## src/design/mkt_pkg.sv

```systemverilog
// mkt_pkg: shared types, codes and constants for the morse keyer tone generator
// no dependencies; used by every module of the block
`default_nettype none

package mkt_pkg;

    localparam int SPU_W   = 20;
    localparam int OSC_W   = 32;
    localparam int AMP_W   = 15;
    localparam int PCM_W   = 16;
    localparam int Q_SHIFT = 30;
    localparam int CFG_IDX_W  = 2;
    localparam int CFG_DATA_W = 32;

    localparam logic [SPU_W-1:0]        SPU_RST   = 20'd2880;
    localparam logic signed [OSC_W-1:0] COEFF_RST = 32'sh7FFF_FFFF;
    localparam logic [AMP_W-1:0]        AMP_RST   = 15'd16384;
    localparam logic signed [OSC_W-1:0] SEED_RST  = 32'sd0;

    localparam logic ACT_TICK = 1'b0;
    localparam logic ACT_LOAD = 1'b1;

    typedef enum logic [1:0] {
        SYM_DIT   = 2'd0,
        SYM_DAH   = 2'd1,
        SYM_SPACE = 2'd2
    } sym_t;

    typedef enum logic [CFG_IDX_W-1:0] {
        REG_SPU   = 2'd0,
        REG_COEFF = 2'd1,
        REG_SINE  = 2'd2,
        REG_AMP   = 2'd3
    } cfg_idx_t;

    typedef struct packed {
        logic       action;
        logic [1:0] symbol;
    } in_t;

    typedef struct packed {
        logic signed [PCM_W-1:0] sample;
        logic                    tone_on;
        logic                    last;
    } out_t;

    // sequencer status towards the top level and the oscillator
    typedef struct packed {
        logic busy;
        logic result;
        logic tone;
        logic last;
    } seq_st_t;

endpackage

`default_nettype wire

```

## src/design/mkt_seq.sv

```systemverilog
// mkt_seq: symbol sequencer, unit sample counter and tone/silence unit counts
// depends on mkt_pkg
`default_nettype none

module mkt_seq (
    input  wire logic                       clk,
    input  wire logic                       rst_n,
    input  wire logic                       fire,
    input  wire mkt_pkg::in_t               item,
    input  wire logic [mkt_pkg::SPU_W-1:0]  spu,
    output mkt_pkg::seq_st_t                st
);

    logic [mkt_pkg::SPU_W-1:0] cnt_reg, cnt_next;
    logic [2:0]                units_reg, units_next;
    logic [1:0]                tone_reg, tone_next;
    logic                      busy_reg, busy_next;

    logic [mkt_pkg::SPU_W-1:0] cnt_inc;
    logic [mkt_pkg::SPU_W-1:0] limit;
    logic                      result;
    logic                      tone;
    logic                      last;

    always_comb
    begin
        cnt_next   = cnt_reg;
        units_next = units_reg;
        tone_next  = tone_reg;
        busy_next  = busy_reg;
        result     = 1'b0;
        tone       = 1'b0;
        last       = 1'b0;
        cnt_inc    = cnt_reg + 1'b1;
        limit      = (spu == '0) ? {{(mkt_pkg::SPU_W-1){1'b0}}, 1'b1} : spu;

        if (fire)
        begin
            if (item.action == mkt_pkg::ACT_LOAD)
            begin
                if (!busy_reg)
                begin
                    case (mkt_pkg::sym_t'(item.symbol))
                        mkt_pkg::SYM_DIT:
                        begin
                            units_next = 3'd2;
                            tone_next  = 2'd1;
                            cnt_next   = '0;
                            busy_next  = 1'b1;
                        end
                        mkt_pkg::SYM_DAH:
                        begin
                            units_next = 3'd4;
                            tone_next  = 2'd3;
                            cnt_next   = '0;
                            busy_next  = 1'b1;
                        end
                        mkt_pkg::SYM_SPACE:
                        begin
                            units_next = 3'd2;
                            tone_next  = 2'd0;
                            cnt_next   = '0;
                            busy_next  = 1'b1;
                        end
                        default:
                        begin
                            busy_next = busy_reg;
                        end
                    endcase
                end
            end
            else if (busy_reg)
            begin
                result   = 1'b1;
                tone     = (tone_reg != 2'd0);
                cnt_next = cnt_inc;
                // unit boundary, also on counter wrap
                if ((cnt_inc >= limit) || (cnt_inc == '0))
                begin
                    cnt_next = '0;
                    if (tone_reg != 2'd0)
                    begin
                        tone_next = tone_reg - 2'd1;
                    end
                    if (units_reg != 3'd0)
                    begin
                        units_next = units_reg - 3'd1;
                    end
                    if (units_next == 3'd0)
                    begin
                        busy_next = 1'b0;
                        tone_next = 2'd0;
                        last      = 1'b1;
                    end
                end
            end
        end
    end

    always_ff @(posedge clk or negedge rst_n)
    begin
        if (!rst_n)
        begin
            cnt_reg   <= '0;
            units_reg <= '0;
            tone_reg  <= '0;
            busy_reg  <= 1'b0;
        end
        else
        begin
            cnt_reg   <= cnt_next;
            units_reg <= units_next;
            tone_reg  <= tone_next;
            busy_reg  <= busy_next;
        end
    end

    assign st = '{busy: busy_reg, result: result, tone: tone, last: last};

endmodule

`default_nettype wire

```

## src/design/mkt_osc.sv

```systemverilog
// mkt_osc: q2.30 two-term resonator and amplitude scaling to 16-bit pcm
// depends on mkt_pkg
`default_nettype none

module mkt_osc (
    input  wire logic                              clk,
    input  wire logic                              rst_n,
    input  wire logic                              advance,
    input  wire logic                              reseed,
    input  wire logic signed [mkt_pkg::OSC_W-1:0]  seed,
    input  wire logic signed [mkt_pkg::OSC_W-1:0]  coeff,
    input  wire logic [mkt_pkg::AMP_W-1:0]         amplitude,
    output logic signed [mkt_pkg::PCM_W-1:0]       sample
);

    localparam int PROD_W  = 2 * mkt_pkg::OSC_W;
    localparam int Q_W     = PROD_W - mkt_pkg::Q_SHIFT;
    localparam int SPROD_W = mkt_pkg::OSC_W + mkt_pkg::AMP_W;
    localparam int SC_W    = SPROD_W - mkt_pkg::Q_SHIFT;
    localparam logic signed [SPROD_W-1:0] TRUNC_BIAS =
        SPROD_W'((64'd1 << mkt_pkg::Q_SHIFT) - 64'd1);
    localparam logic signed [SC_W-1:0] PCM_POS = SC_W'(32767);
    localparam logic signed [SC_W-1:0] PCM_NEG = -SC_W'(32767);

    logic signed [mkt_pkg::OSC_W-1:0] prev_reg, prev_next;
    logic signed [mkt_pkg::OSC_W-1:0] cur_reg, cur_next;

    logic signed [PROD_W-1:0]         prod;
    logic signed [Q_W-1:0]            q;
    logic signed [Q_W:0]              diff;
    logic signed [mkt_pkg::OSC_W-1:0] nxt;
    logic signed [SPROD_W-1:0]        sprod;
    logic signed [SPROD_W-1:0]        sbias;
    logic signed [SC_W-1:0]           sc;

    // resonator step, floor shift then saturate
    always_comb
    begin
        prod = coeff * cur_reg;
        q    = prod[PROD_W-1:mkt_pkg::Q_SHIFT];
        diff = {q[Q_W-1], q}
             - {{(Q_W+1-mkt_pkg::OSC_W){prev_reg[mkt_pkg::OSC_W-1]}}, prev_reg};
        if (diff[Q_W:mkt_pkg::OSC_W-1] == '0 || diff[Q_W:mkt_pkg::OSC_W-1] == '1)
        begin
            nxt = diff[mkt_pkg::OSC_W-1:0];
        end
        else if (diff[Q_W])
        begin
            nxt = {1'b1, {(mkt_pkg::OSC_W-1){1'b0}}};
        end
        else
        begin
            nxt = {1'b0, {(mkt_pkg::OSC_W-1){1'b1}}};
        end
    end

    // scaling, truncation toward zero and pcm saturation
    always_comb
    begin
        sprod = prev_reg * $signed({1'b0, amplitude});
        sbias = sprod + (sprod[SPROD_W-1] ? TRUNC_BIAS : '0);
        sc    = sbias[SPROD_W-1:mkt_pkg::Q_SHIFT];
        if (sc > PCM_POS)
        begin
            sample = PCM_POS[mkt_pkg::PCM_W-1:0];
        end
        else if (sc < PCM_NEG)
        begin
            sample = PCM_NEG[mkt_pkg::PCM_W-1:0];
        end
        else
        begin
            sample = sc[mkt_pkg::PCM_W-1:0];
        end
    end

    always_comb
    begin
        prev_next = prev_reg;
        cur_next  = cur_reg;
        if (reseed)
        begin
            prev_next = '0;
            cur_next  = seed;
        end
        else if (advance)
        begin
            prev_next = cur_reg;
            cur_next  = nxt;
        end
    end

    always_ff @(posedge clk or negedge rst_n)
    begin
        if (!rst_n)
        begin
            prev_reg <= '0;
            cur_reg  <= mkt_pkg::SEED_RST;
        end
        else
        begin
            prev_reg <= prev_next;
            cur_reg  <= cur_next;
        end
    end

endmodule

`default_nettype wire

```

## src/design/morse_keyer_tone_generator.sv

```systemverilog
// morse_keyer_tone_generator: top level with input register, config registers and result register
// depends on mkt_pkg, mkt_seq, mkt_osc
//
//   channel | direction | handshake           | payload
//   in      | in        | in_valid/in_ready   | in_data  (action, symbol)
//   out     | out       | out_valid/out_ready | out_data (sample, tone_on, last)
//   cfg     | in        | cfg_wen             | cfg_index, cfg_data
//
// one transfer per cycle per side unless stalled; ticks pass the input, then the result register
// the resonator step and the amplitude multiply run in parallel in the working stage
// rst_n clears the handshake and sequencer state and restores the register defaults
// a stalled result holds the working stage; in_ready drops only when both stages are full
`default_nettype none

module morse_keyer_tone_generator (
    input  wire logic                                clk,
    input  wire logic                                rst_n,
    input  wire logic                                in_valid,
    output logic                                     in_ready,
    input  wire mkt_pkg::in_t                        in_data,
    output logic                                     out_valid,
    input  wire logic                                out_ready,
    output mkt_pkg::out_t                            out_data,
    input  wire logic                                cfg_wen,
    input  wire logic [mkt_pkg::CFG_IDX_W-1:0]       cfg_index,
    input  wire logic [mkt_pkg::CFG_DATA_W-1:0]      cfg_data
);

    logic                              in_vld_reg, in_vld_next;
    mkt_pkg::in_t                      in_item_reg, in_item_next;
    logic                              out_vld_reg, out_vld_next;
    mkt_pkg::out_t                     out_item_reg, out_item_next;
    logic [mkt_pkg::SPU_W-1:0]         spu_reg, spu_next;
    logic signed [mkt_pkg::OSC_W-1:0]  coeff_reg, coeff_next;
    logic [mkt_pkg::AMP_W-1:0]         amp_reg, amp_next;

    logic                              proc;
    logic                              reseed;
    mkt_pkg::seq_st_t                  seq_st;
    logic signed [mkt_pkg::PCM_W-1:0]  osc_sample;

    assign proc     = in_vld_reg && (!out_vld_reg || out_ready);
    assign in_ready = !in_vld_reg || proc;
    assign reseed   = cfg_wen && (mkt_pkg::cfg_idx_t'(cfg_index) == mkt_pkg::REG_SINE);

    mkt_seq u_seq (
        .clk   (clk),
        .rst_n (rst_n),
        .fire  (proc),
        .item  (in_item_reg),
        .spu   (spu_reg),
        .st    (seq_st)
    );

    mkt_osc u_osc (
        .clk       (clk),
        .rst_n     (rst_n),
        .advance   (seq_st.tone),
        .reseed    (reseed),
        .seed      ($signed(cfg_data[mkt_pkg::OSC_W-1:0])),
        .coeff     (coeff_reg),
        .amplitude (amp_reg),
        .sample    (osc_sample)
    );

    // configuration writes
    always_comb
    begin
        spu_next   = spu_reg;
        coeff_next = coeff_reg;
        amp_next   = amp_reg;
        if (cfg_wen)
        begin
            case (mkt_pkg::cfg_idx_t'(cfg_index))
                mkt_pkg::REG_SPU:   spu_next   = cfg_data[mkt_pkg::SPU_W-1:0];
                mkt_pkg::REG_COEFF: coeff_next = $signed(cfg_data[mkt_pkg::OSC_W-1:0]);
                mkt_pkg::REG_AMP:   amp_next   = cfg_data[mkt_pkg::AMP_W-1:0];
                default:            spu_next   = spu_reg;
            endcase
        end
    end

    // input and result stages
    always_comb
    begin
        in_vld_next   = in_vld_reg;
        in_item_next  = in_item_reg;
        out_vld_next  = out_vld_reg;
        out_item_next = out_item_reg;

        if (out_vld_reg && out_ready)
        begin
            out_vld_next = 1'b0;
        end
        if (proc)
        begin
            in_vld_next = 1'b0;
            if (seq_st.result)
            begin
                out_vld_next          = 1'b1;
                out_item_next.sample  = seq_st.tone ? osc_sample : '0;
                out_item_next.tone_on = seq_st.tone;
                out_item_next.last    = seq_st.last;
            end
        end
        if (in_valid && in_ready)
        begin
            in_vld_next  = 1'b1;
            in_item_next = in_data;
        end
    end

    always_ff @(posedge clk or negedge rst_n)
    begin
        if (!rst_n)
        begin
            in_vld_reg  <= 1'b0;
            out_vld_reg <= 1'b0;
            spu_reg     <= mkt_pkg::SPU_RST;
            coeff_reg   <= mkt_pkg::COEFF_RST;
            amp_reg     <= mkt_pkg::AMP_RST;
        end
        else
        begin
            in_vld_reg  <= in_vld_next;
            out_vld_reg <= out_vld_next;
            spu_reg     <= spu_next;
            coeff_reg   <= coeff_next;
            amp_reg     <= amp_next;
        end
    end

    always_ff @(posedge clk)
    begin
        in_item_reg  <= in_item_next;
        out_item_reg <= out_item_next;
    end

    assign out_valid = out_vld_reg;
    assign out_data  = out_item_reg;

`ifndef SYNTH
    // the final sample of a symbol returns the sequencer to idle
    a_last_ends_symbol: assert property (@(posedge clk) disable iff (!rst_n)
        (proc && seq_st.result && seq_st.last) |=> !seq_st.busy)
        else $error("sequencer still busy after last sample");

    // silent units carry a zero sample
    a_silence_is_zero: assert property (@(posedge clk) disable iff (!rst_n)
        (out_valid && !out_data.tone_on) |-> (out_data.sample == '0))
        else $error("non-zero sample in a silent unit");

    // saturation keeps the sample off the most negative code
    a_sample_range: assert property (@(posedge clk) disable iff (!rst_n)
        out_valid |-> (out_data.sample != {1'b1, {(mkt_pkg::PCM_W-1){1'b0}}}))
        else $error("sample outside the symmetric pcm range");

    // results come only from ticks seen while busy
    a_result_from_tick: assert property (@(posedge clk) disable iff (!rst_n)
        (proc && seq_st.result) |-> (seq_st.busy && (in_item_reg.action == mkt_pkg::ACT_TICK)))
        else $error("result without a busy tick");
`endif

endmodule

`default_nettype wire

```

## config.mk

```make
export PLATFORM = sky130hd
export DESIGN_NAME = morse_keyer_tone_generator
export DESIGN_NICKNAME = d
export VERILOG_FILES = /design/src/design/mkt_pkg.sv /design/src/design/mkt_seq.sv /design/src/design/mkt_osc.sv /design/src/design/morse_keyer_tone_generator.sv
export SDC_FILE = /design/constraint.sdc
export NUM_CORES = 2
export LEC_CHECK = 0
export BUFFER_PORTS_ARGS = -buffer_cell sky130_fd_sc_hd__buf_2
export CAP_MARGIN = 15
export CORE_UTILIZATION = 45
export DETAILED_ROUTE_END_ITERATION = 7
export PLACE_DENSITY = 0.71
export SYNTH_ARGS = -nofsm -noshare
export SYNTH_HDL_FRONTEND = slang
export SYNTH_HIERARCHICAL = 1
export SYNTH_SLANG_ARGS = --single-unit
```

## constraint.sdc

```tcl
create_clock -name clk -period 10.9 [get_ports clk]
set_input_delay 2.18 -clock clk [delete_from_list [all_inputs] [get_ports clk]]
set_output_delay 2.18 -clock clk [all_outputs]
set_load 0.01 [all_outputs]
```

# Word level (Yosys, flattened, before mapping)
# Index checks and enable logic that the tools add are counted.
[classes]
n_addsub = 5
multipliers = 2
n_lt_le_gt_ge = 3
eq_ne = 7
mux = 50
n_bitwise = 3
n_reduce_logical = 37
[ops]
columns = ["cell", "count"]
rows = [
  ["32-bit 2-to-1 mux", 6],
  ["20-bit 2-to-1 mux", 6],
  ["32-bit by 32-bit multiplier with 64-bit output", 1],
  ["47-bit adder", 1],
  ["32-bit by 16-bit multiplier with 47-bit output", 1],
  ["20-bit zero test", 2],
  ["34-bit by 32-bit subtractor with 35-bit output", 1],
  ["30-bit 2-to-1 mux", 1],
  ["3-bit 2-to-1 mux", 9],
  ["20-bit by 1-bit adder with 20-bit output, second input constant", 1],
  ["20-bit greater-or-equal comparator", 1],
  ["1-bit 2-to-1 mux", 18],
  ["17-bit by 16-bit > comparator with 1-bit output, second input constant", 1],
  ["17-bit by 16-bit < comparator with 1-bit output, second input constant", 1],
  ["16-bit 2-to-1 mux", 1],
  ["15-bit 2-to-1 mux", 1],
  ["2-bit 2-to-1 mux", 6],
  ["2-bit nonzero test", 6],
  ["3-bit nonzero test", 3],
  ["2-bit AND reduction", 4],
  ["2-bit == test, second input constant", 3],
  ["2-bit case mux with 3 select lines", 1],
  ["3-bit case mux with 2 select lines", 1],
  ["6-bit AND reduction", 1],
  ["other kinds (17)", 30],
]
[word_totals]
ff_bits = 180
output_inout_bits = 20
elab_cells = 124

# Logic depth before layout (Yosys ltp)
[logic_depth]
depth_word = 13
depth_mapped = 48
mapped_depth_nobuf = 46

# By module
# Netlist, hierarchy kept.
[by_module_without_submodules]
columns = ["module", "n_inst", "cells_each", "area_per_inst_um2"]
rows = [
  ["mkt_osc", 1, 6385, 57944.3],
  ["morse_keyer_tone_generator", 1, 193, 3443.3],
  ["mkt_seq", 1, 349, 2740.1],
]

# Worst setup path before layout
# No wires, ideal clock.
[synth_timing]
path_kind = "reg2reg"
startpoint = "reg coeff_reg[9] (netlist bit)"
endpoint = "reg u_osc/cur_reg[10] (netlist bit)"
t_arrival_ns = 10.242
required_time_ns = 10.763
path_slack_ns = 0.521
stages_incl_launch_ff = 43
n_path_buf = 2
synth_period_minus_slack_ns = 10.379
cell_sequence = "dfstp_2 > clkbuf_1 > nand2_1 > fa_1 > inv_1 > fa_1 > fa_1 > inv_1 > fa_1 > inv_1 > fa_1 > inv_1 > fa_1 > inv_1 > fa_1 > fa_1 > ha_1 > and4_1 > [... 7 more ...] > nor2b_1 > nor2_1 > xnor2_1 > ha_1 > a21o_1 > a21o_1 > a21oi_1 > nand2b_1 > o21ai_0 > a21oi_1 > o31ai_1 > o21ai_0 > a311o_1 > a221oi_1 > a21oi_1 > nor2_1 > clkbuf_1 > a21oi_1"
[synth_via]
elab_chain_cells = 7
word_cells_on_any_way = 9
[synth_rtl]
columns = ["element", "line_no", "text"]
rows = [
  ["start: declaration", "morse_keyer_tone_generator.sv:34", "logic signed [mkt_pkg::OSC_W-1:0] coeff_reg, coeff_next;"],
  ["start signal: assignment", "morse_keyer_tone_generator.sv:120", "coeff_reg <= mkt_pkg::COEFF_RST;"],
  ["start signal: assignment", "morse_keyer_tone_generator.sv:128", "coeff_reg <= coeff_next;"],
  ["32-bit by 32-bit multiplier with 64-bit output (*)", "mkt_osc.sv:39", "prod = coeff * cur_reg;"],
  ["34-bit by 32-bit subtractor with 35-bit output (*)", "mkt_osc.sv:42", "- {{(Q_W+1-mkt_pkg::OSC_W){prev_reg[mkt_pkg::OSC_W-1]}}, prev_reg};"],
  ["4-bit == test / 4-bit zero test (equally long branches)", "mkt_osc.sv:43", "if (diff[Q_W:mkt_pkg::OSC_W-1] == '0 || diff[Q_W:mkt_pkg::OSC_W-1] == '1)"],
  ["1-bit logical OR", "mkt_osc.sv:43", ""],
  ["32-bit 2-to-1 mux (*)", "mkt_osc.sv:43", ""],
  ["32-bit 2-to-1 mux (*)", "mkt_osc.sv:86", "else if (advance)"],
  ["32-bit 2-to-1 mux (*)", "mkt_osc.sv:81", "if (reseed)"],
  ["end signal: assignment", "mkt_osc.sv:98", "cur_reg <= mkt_pkg::SEED_RST;"],
  ["end signal: assignment", "mkt_osc.sv:103", "cur_reg <= cur_next;"],
  ["end: declaration", "mkt_osc.sv:26", "logic signed [mkt_pkg::OSC_W-1:0] cur_reg, cur_next;"],
]
# Mark *: on every way between the ends. The rest lies on a longest branch, timed or not. The select of a mux whose other input is x is not followed.
# A chain may end at the register's enable or synchronous reset.

# Worst setup path after layout
[layout_timing]
startpoint = "reg coeff_reg[7] (netlist bit)"
endpoint = "reg u_osc/cur_reg[7] (netlist bit)"
# Same word-level chain as after synthesis.

==> impl_results.md <==
- Status: finished clean
- Count of routing violations after the opening detailed-route iteration: 3392
- Worst skew pair latency: ~520 ps
- Routed WL per cell: between 15 and 20 µm
- Initial antenna violation count: 19
- Initial Utilization: 0.4534
- H-tree lvl count: 4
- Hpwl dp: around 140 mm
- Syn. warnings: 6
- DRC violations left: 0
- Final Hold Viols: 0
- Post-DRT Antenna Nets: 0
- Flop2flop setup slack: between 300 and 400 ps
- Syn Inst Count: approximately 7000
- Final setup viols: 0
- HP Class: reg -> reg
- CTS Buf Count: 17
- Worst slew pin tran: approximately 1100 ps
- Slowest CP cell: fa_1
- Most used cell, CP: fa_1
- Hold path cells: 1
- GR Overflow Total: 0
- Core area: ~0.14 mm²
- Syn nets: a little under 9000
- Commonest non-fill, non-tap cell in the layout: fa_1
- Full die area: about 0.14 mm²
- Die Y-Extent: approximately 380 µm
- Iteration count of the initial detailed-routing pass: 6
- First-pass GRT wire length: ~280 mm
- Final WL: around 180 mm
- Relative slew slack: 0.2604
- Port Buffer Count: 61
- Worst setup EP type: flop
- Layout Cells excl Fill: about 9000
- Vias per inst: around 5.4
- Netlist Area Pre-Place: roughly 0.064 mm²
- CP Data Arrival Time: 11010 ps
- Max clock buf depth: 2
- WS Path Type: reg -> reg
- Cell total after placement: roughly 9000
- Commonest non-fill, non-tap cells in the layout: 1531 x fa_1, 1478 x inv_1, 915 x nand2_1, 726 x and2_1, 366 x ha_1
- Routed vias: 47773
- Reg2Reg Depth: between 40 and 50
- FF/Latch Area: roughly 0.0047 mm²
- Filler Cells Inserted: 12973
- Die span in x: ~380 µm
- Multi-input gate area: 0.05271 mm²
- Total of max-cap violations: 0
- Final layout net count: between 8000 and 9000
- Largest net degree at the start of global routing: slightly below 100
- Clock Sinks: 180
- Vias in the first global route: 51953
- Fmax: ~94 MHz
- Reg2reg start: coeff_reg[7]
- Syn Area/Cell: between 9 and 10 µm²
- Final Slew Violations: 0
- Top-level port count: 62
- Clock Pin Slew Worst Setup and Hold Paths: roughly 80 ps
- Cell Rows: 138
- Skew final: ~21 ps
- Worst hold start: u_seq/tone_reg[1]
- Reg-to-reg endpoint: u_osc/cur_reg[7]
- Hold endpoint: u_seq/tone_reg[1]
- Final Wtd Congestion: ~0.93
- Area grow syn2layout: 7.704%
- Total track usage: 0.2540
- Worst setup SP type: flop
- Critical Path RT: about 11000 ps
- Root buffer cell: clkbuf_16
- Minimum clock period: roughly 11000 ps
- Worst path max stage delay: around 630 ps
- TritonCTS clock tree: built
- Tcrit/Tclk final: 0.9716
- Worst-path maximum fanout: 21
- Share of cells above drive strength 1: 0.08761
==> worst max-delay path, delay by kind of cell (launching register included) <==
kind	cells	cell delay [ps]
compound gates	15	2830
simple gates	10	1540
xor+xnor	1	70
fa+ha+maj	10	4770
buf+inv	8	880
flops	1	390
==> per-layer routing <==
metal / vias to the layer above / GRT usage / share of wire
li1: 20749 / - / -
met1: 24710 / 0.3224 / 0.39
met2: 1845 / 0.4258 / 0.48
met3: 455 / 0.04705 / 0.078
met4: 14 / 0.1057 / 0.046
met5: - / 0 / 0.00052
==> repair_timing <==
action	in CTS	in global routing
hold endpoints to repair	0	0
hold buffers	0	0
pin swaps	1	21
gates cloned	0	4
endpoints found under the setup margin	32	36
gates resized for setup	12	51
setup buffers	7	18
==> layout make-up <==
| class | instances | area share |
|---|---|---|
| Clock buffer | 17 | 0.006160 |
| Multi-Input combinational cell | 4912 | 0.7632 |
| Antenna cell | 2 | 0.00007247 |
| Tap cell | 1890 | 0.03424 |
| Timing Repair Buffer | 371 | 0.04558 |
| Clock inverter | 15 | 0.002736 |
| Sequential cell | 180 | 0.06758 |
| Inverter | 1479 | 0.08039 |
==> worst max path at each step <==
stage                   from                 to  depth (start not counted)  slack [ps]
2_1_floorplan   coeff_reg[9]  u_osc/cur_reg[10]                         42         520
3_3_place_gp   coeff_reg[12]   u_osc/cur_reg[1]                         44        -260
3_5_place_dp    coeff_reg[9]   u_osc/cur_reg[7]                         45        -450
4_1_cts         coeff_reg[9]   u_osc/cur_reg[2]                         46          30
5_1_grt         coeff_reg[8]  u_osc/cur_reg[18]                         45         -40
6_report        coeff_reg[7]   u_osc/cur_reg[7]                         44         310
==> per-stage QoR <==
step	area, µm²	hold slack, ps	worst slack, ps	TNS, ps	utilization
2_1_floorplan	64120	464.0	520.9	0	-
3_3_place_gp	67890	478.5	-255.9	-6980	0.4801
3_5_place_dp	67890	482.3	-449.0	-12270	0.4801
4_1_cts	68610	501.1	26.10	0	0.4852
5_1_grt	69060	534.1	-42.98	-680.0	0.4883
6_report	69060	495.9	309.2	0	0.4884
Power is left out: the tool's default activity adds up to more than one toggle a clock period on the data nets, which glitch-free logic cannot reach.
